`config.mk`:
```
export PLATFORM = sky130hd
export DESIGN_NAME = fra_ctrl
export DESIGN_NICKNAME = d
export VERILOG_FILES = /design/src/fra_pkg.sv /design/src/fra_ctrl.sv
export SDC_FILE = /design/constraint.sdc
export NUM_CORES = 1
export LEC_CHECK = 0
export BUFFER_PORTS_ARGS = -buffer_cell sky130_fd_sc_hd__buf_2
export CAP_MARGIN = 20
export CORE_MARGIN = 2
export CORE_UTILIZATION = 45
export CTS_CLUSTER_SIZE = 8
export DETAILED_ROUTE_END_ITERATION = 6
export PLACE_DENSITY_LB_ADDON = 0.05
export SLEW_MARGIN = 5
export SYNTH_ARGS = -nofsm -noshare
export SYNTH_HDL_FRONTEND = slang
export SYNTH_SLANG_ARGS = --single-unit
```
`constraint.sdc`:
```
create_clock -name clk -period 2 [get_ports clk]
set_clock_uncertainty 0.05 [all_clocks]
set_input_delay 0.3 -clock clk [delete_from_list [all_inputs] [get_ports clk]]
set_output_delay 0.3 -clock clk [all_outputs]
set_load 0.05 [all_outputs]
```
`src/fra_pkg.sv`:
```
// Shared constants and control/status types for the Fenwick range-add block.
`default_nettype none

package fra_pkg;

    // Built capacity of the trees and widths fixed by the item format.
    localparam int              FRA_MAX_POSITIONS = 1024;
    localparam int              POS_W             = 11;
    localparam int              DATA_W            = 64;
    localparam logic [POS_W-1:0] SIZE_RESET       = 11'd1024;

    // Commands from the controller to the datapath.
    typedef struct packed {
        logic clr_en;     // write zero at the clearing address, then advance it
        logic load_req;   // capture the request payload
        logic ld_first;   // set up the walk from the first position
        logic ld_second;  // set up the cancelling walk after the last position
        logic ld_query;   // set up the query walk and clear the accumulators
        logic walk_up;    // one update walk step (read, write back the node before)
        logic walk_down;  // one query walk step (read, accumulate the node before)
        logic ld_prod;    // capture (x+1) times the difference prefix
        logic out_load;   // load the result register
    } fra_cmd_t;

    // Status from the datapath to the controller.
    typedef struct packed {
        logic clr_done;    // last entry of the clearing pass is being written
        logic is_query;    // captured request is a query
        logic bad_req;     // captured update has an invalid range
        logic need_second; // last position lies below the effective size
        logic up_more;     // update walk position is still inside 1..n
        logic down_more;   // query walk position is still nonzero
    } fra_status_t;

endpackage

`default_nettype wire

```
`src/fra_ctrl.sv`:
```
// Controller state machine sequencing the clearing pass, tree walks and results.
`default_nettype none

module fra_ctrl
    import fra_pkg::*;
(
    input  wire logic        clk,
    input  wire logic        rst_n,
    input  wire logic        in_valid,
    output logic             in_ready,
    output logic             out_valid,
    input  wire logic        out_ready,
    input  wire fra_status_t status,
    output fra_cmd_t         cmd
);

    typedef enum logic [8:0] {
        S_CLEAR  = 9'b000000001,
        S_IDLE   = 9'b000000010,
        S_DECIDE = 9'b000000100,
        S_WALK1  = 9'b000001000,
        S_PREP2  = 9'b000010000,
        S_WALK2  = 9'b000100000,
        S_QWALK  = 9'b001000000,
        S_MUL    = 9'b010000000,
        S_DONE   = 9'b100000000
    } state_t;

    state_t state_reg;
    state_t state_next;
    logic   out_valid_reg;
    logic   out_valid_next;

    // Next state and command decode.
    always_comb
    begin
        state_next = state_reg;
        cmd        = '0;
        in_ready   = 1'b0;
        unique case (state_reg)
            S_CLEAR:
            begin
                cmd.clr_en = 1'b1;
                if (status.clr_done)
                begin
                    state_next = S_IDLE;
                end
            end
            S_IDLE:
            begin
                in_ready = 1'b1;
                if (in_valid)
                begin
                    cmd.load_req = 1'b1;
                    state_next   = S_DECIDE;
                end
            end
            S_DECIDE:
            begin
                if (status.is_query)
                begin
                    cmd.ld_query = 1'b1;
                    state_next   = S_QWALK;
                end
                else if (status.bad_req)
                begin
                    state_next = S_DONE;
                end
                else
                begin
                    cmd.ld_first = 1'b1;
                    state_next   = S_WALK1;
                end
            end
            S_WALK1:
            begin
                cmd.walk_up = 1'b1;
                if (!status.up_more)
                begin
                    state_next = status.need_second ? S_PREP2 : S_DONE;
                end
            end
            S_PREP2:
            begin
                cmd.ld_second = 1'b1;
                state_next    = S_WALK2;
            end
            S_WALK2:
            begin
                cmd.walk_up = 1'b1;
                if (!status.up_more)
                begin
                    state_next = S_DONE;
                end
            end
            S_QWALK:
            begin
                cmd.walk_down = 1'b1;
                if (!status.down_more)
                begin
                    state_next = S_MUL;
                end
            end
            S_MUL:
            begin
                cmd.ld_prod = 1'b1;
                state_next  = S_DONE;
            end
            S_DONE:
            begin
                // Wait for the result register to be free.
                if (!out_valid_reg || out_ready)
                begin
                    cmd.out_load = 1'b1;
                    state_next   = S_IDLE;
                end
            end
            default:
            begin
                state_next = S_CLEAR;
            end
        endcase
    end

    // Result register valid: set on load, cleared by a transfer.
    always_comb
    begin
        out_valid_next = out_valid_reg;
        if (cmd.out_load)
        begin
            out_valid_next = 1'b1;
        end
        else if (out_ready)
        begin
            out_valid_next = 1'b0;
        end
    end

    always_ff @(posedge clk or negedge rst_n)
    begin
        if (!rst_n)
        begin
            state_reg     <= S_CLEAR;
            out_valid_reg <= 1'b0;
        end
        else
        begin
            state_reg     <= state_next;
            out_valid_reg <= out_valid_next;
        end
    end

    assign out_valid = out_valid_reg;

endmodule

`default_nettype wire

```
==> summary by stage <==
Run status
The run finished, with violations left. The checks that failed: negative setup slack.

Cells and area
Counting the fill cells in the layout gives 90. The layout net count is 147. The register with the most flip-flops in the layout has 9 of them. Compared with the post-synthesis result, the final layout area differs by 71.3%. The area of all placed cells without fillers is 0.00132 mm². The final cell count without fillers is 152.

The number of antenna diodes in the final layout is 0. The fraction of final layout cells with drive strength greater than 1 is 56.6%.

Placement
The total placed instance area is 0.00104 mm². The number of cells in the design after placement is 134. The HPWL after detailed placement is 1550 µm. Input and output buffers added on the ports amount to 20. The final estimated routing congestion in global placement is 0.854.

Clock tree
Counting every sink on the clock net gives 10. The number of buffers inserted during clock tree synthesis is 3. TritonCTS built the clock tree. The depth of the CTS H-tree is 1. The clock input transition at the sequential cells of the worst setup and hold paths is 0.08 ns. The clock passes through at most 2 buffers.

The clock insertion delay at the later pin of the skew report is 0.29 ns. Clock tree synthesis selected as its root buffer the cell sky130_fd_sc_hd__clkbuf_4.

Logic synthesis
The count of warnings emitted by yosys is 0. The netlist uses 41 different library cells. The share of synthesized area occupied by flip-flops and latches is 32.6%.

Yosys attributes the largest share of cell area to sky130_fd_sc_hd__dfrtp_1, sky130_fd_sc_hd__buf_6, sky130_fd_sc_hd__nor4_1. The cell area after technology mapping is 772 µm². The number of flops mapped to enable cells by yosys is 0. In the synthesized netlist, the number of instances is 90. The cell type contributing the most total cell area after synthesis is sky130_fd_sc_hd__dfrtp_1.

The most repeated cell in the gate-level netlist after synthesis is sky130_fd_sc_hd__dfrtp_1. The number of storage elements in the synthesis netlist is 10. For this run, asynchronously set or reset flops after synthesis account for 100%. For this run, the leading register cell type out of synthesis is sky130_fd_sc_hd__dfrtp_1. The synthesized netlist net count is 100. The commonest cells after synthesis are sky130_fd_sc_hd__dfrtp_1, sky130_fd_sc_hd__nor2_1, sky130_fd_sc_hd__inv_1. After synthesis, the mean cell area works out to 8.58 µm². The synthesized design devotes to its leading area cell type 29.2% of total area.

GRT
The first global-routing pass estimated 3900 µm of wire. Across every metal layer, demand over resource in global routing totals 28.0%. The initial antenna violation count was 0. Summed over all layers, the global routing overflow is 0. Entering global routing, the biggest net connects 16 pins. The number of global-route vias before repair is 813.

Setup path
The critical path required time is 1.65 ns. The worst-path maximum fanout is 5. The category of the critical setup timing path is register to output pin. The nature of the critical path startpoint is a register. The worst setup path is captured at an output pin.

The endpoint arrival time on the critical path is 2.06 ns.

Floorplan
The die is 45.4 µm wide. In this run the count of I/O pins placed on the die edge is 21. The total die area is 0.00206 mm². The floorplan has 14 rows. The floorplan step defined a core boundary enclosing 0.00156 mm².

The die is 45.4 µm tall. The effective utilization at floorplan is 49.5%.

Routing
Wires add up to 2810 µm. The routed wirelength normalized by instance count is 18.5 µm. The iteration-0 DRC count of the detailed router is 35. The pre-antenna-repair detailed-routing pass consisted of 4 iterations. The number of vias per cell is 6.09. The remaining number of nets flagged by the antenna check after routing is 0.

Across all layers, the routed design uses 925 vias. The number of remaining DRC errors is 0.

Power and ir drop
Across the VDD grid, the largest voltage drop is 0.577 mV. For this design the static power due to leakage is 0.626 nW. In this run the power density over the cells is 1030 mW/mm².

Timing
The total count of hold-check failures in the final report is 0. Measured against its own limit, the worst slew margin works out to 21.2%. The transition time at the pin with the least slew margin is 1.15 ns.

Setup repair after global routing could not meet its margin everywhere. The final number of max-transition violations is 0. The final critical path time including I/O delays and setup is 2.41 ns. The final cycle utilization of the critical path is 120%. Setup violations remaining at the end of the flow were counted as 17. In the post-route analysis, the smallest setup slack over all paths is -0.408 ns.

Static timing analysis puts the maximum clock frequency at 0.415 GHz.

Flow run
Across the run, the number of max-cap violations was 0.

Hold path
The min-delay analysis places its worst path in the category primary input to register.
[final timing paths]
check                      cells past startpoint  slack (ns)                       end                startpoint
max                                            6       -0.41                    cmd[0]  state_reg[3]$_DFFE_PN0P_
min                                            2        0.18  state_reg[7]$_DFFE_PN0P_                 status[0]
max reg2reg                                    9       -0.31  state_reg[8]$_DFFE_PN0P_  state_reg[3]$_DFFE_PN0P_
min reg2reg                                    2        0.49     out_valid$_DFFE_PN0P_     out_valid$_DFFE_PN0P_
max in group asynchronous                      2        1.28  state_reg[0]$_DFFE_PN1P_                     rst_n
min in group asynchronous                      2        0.36  state_reg[4]$_DFFE_PN0P_                     rst_n
[area by class of cell]
type / count / area [µm²] / share of cell area, %
multi-input cells: 65 / 578 / 43.7
repair buffers: 49 / 405 / 30.7
flip-flops and latches: 10 / 251 / 19.0
clock buffers: 4 / 36.3 / 2.74
inverters: 8 / 31.3 / 2.37
well taps: 16 / 20.0 / 1.51
[power by group]
part / internal (mW) / total [mW] / switching (mW)
Combinational: 0.405 / 0.883 / 0.478
Clock: 0.111 / 0.198 / 0.0868
Sequential: 0.240 / 0.278 / 0.0382
[cell families after synthesis]
| group | share of synthesized area (%) |
|---|---|
| AND/OR/NAND/NOR | 35.0 |
| AO/OA/AOI/OAI | 16.9 |
| buffers and inverters | 11.0 |
| flip-flops | 32.6 |
| XOR/XNOR | 4.54 |
[placed cells by master (no fill, tap or decap), drive strengths merged, types with 2 or more instances in the layout]
master  count
nor2b       3
nor3        6
a22oi       2
inv         7
and3        2
nand2b      3
nor2        8
o21ai       2
clkbuf      4
a21oi       2
or3         3
xor2        2
nor4        5
nand3       2
o32ai       2
nand2       6
dfrtp       9
buf        48
xnor2       2
[worst max-delay path, cell delays in order (launching register included)]
cell	delay (ns)
sky130_fd_sc_hd__dfrtp_1	0.38
sky130_fd_sc_hd__or4_4	0.54
sky130_fd_sc_hd__or3_4	0.41
sky130_fd_sc_hd__clkinv_2	0.08
sky130_fd_sc_hd__nand3_2	0.08
sky130_fd_sc_hd__nor2_2	0.11
sky130_fd_sc_hd__buf_6	0.17
[routing by layer]
layer	wire, µm	global-route usage [%]	share of wire (%)	vias to the layer above
met4	73	13.5	2.6	0
met1	1030	33.2	36	446
met5	0	0	0	-
met3	198	6.35	7.0	10
li1	-	-	-	420
met2	1510	47.0	54	49
[metrics by stage]
stage / total power, mW / TNS [ns] / worst slack, ns / utilization (%) / hold slack [ns]
2_1_floorplan: 0.807 / -1.97 / -0.404 / - / -0.0456
3_3_place_gp: 0.931 / -1.50 / -0.229 / 66.8 / 0.135
3_5_place_dp: 0.937 / -1.79 / -0.254 / 66.8 / 0.125
4_1_cts: 1.22 / -3.43 / -0.374 / 79.8 / 0.156
5_1_grt: 1.41 / -4.46 / -0.442 / 84.8 / 0.197
6_report: 1.36 / -3.72 / -0.408 / 84.8 / 0.184
[repair_timing]
action | 4_1_cts | 5_1_grt
endpoints found under the hold margin | 9 | 0
gates resized for setup | 32 | 6
endpoints found under the setup margin | 17 | 18
gates cloned | 0 | 0
hold buffers | 1 | 0
pin swaps | 4 | 3
setup buffers | 7 | 6
(Power assumes the default switching activity.)
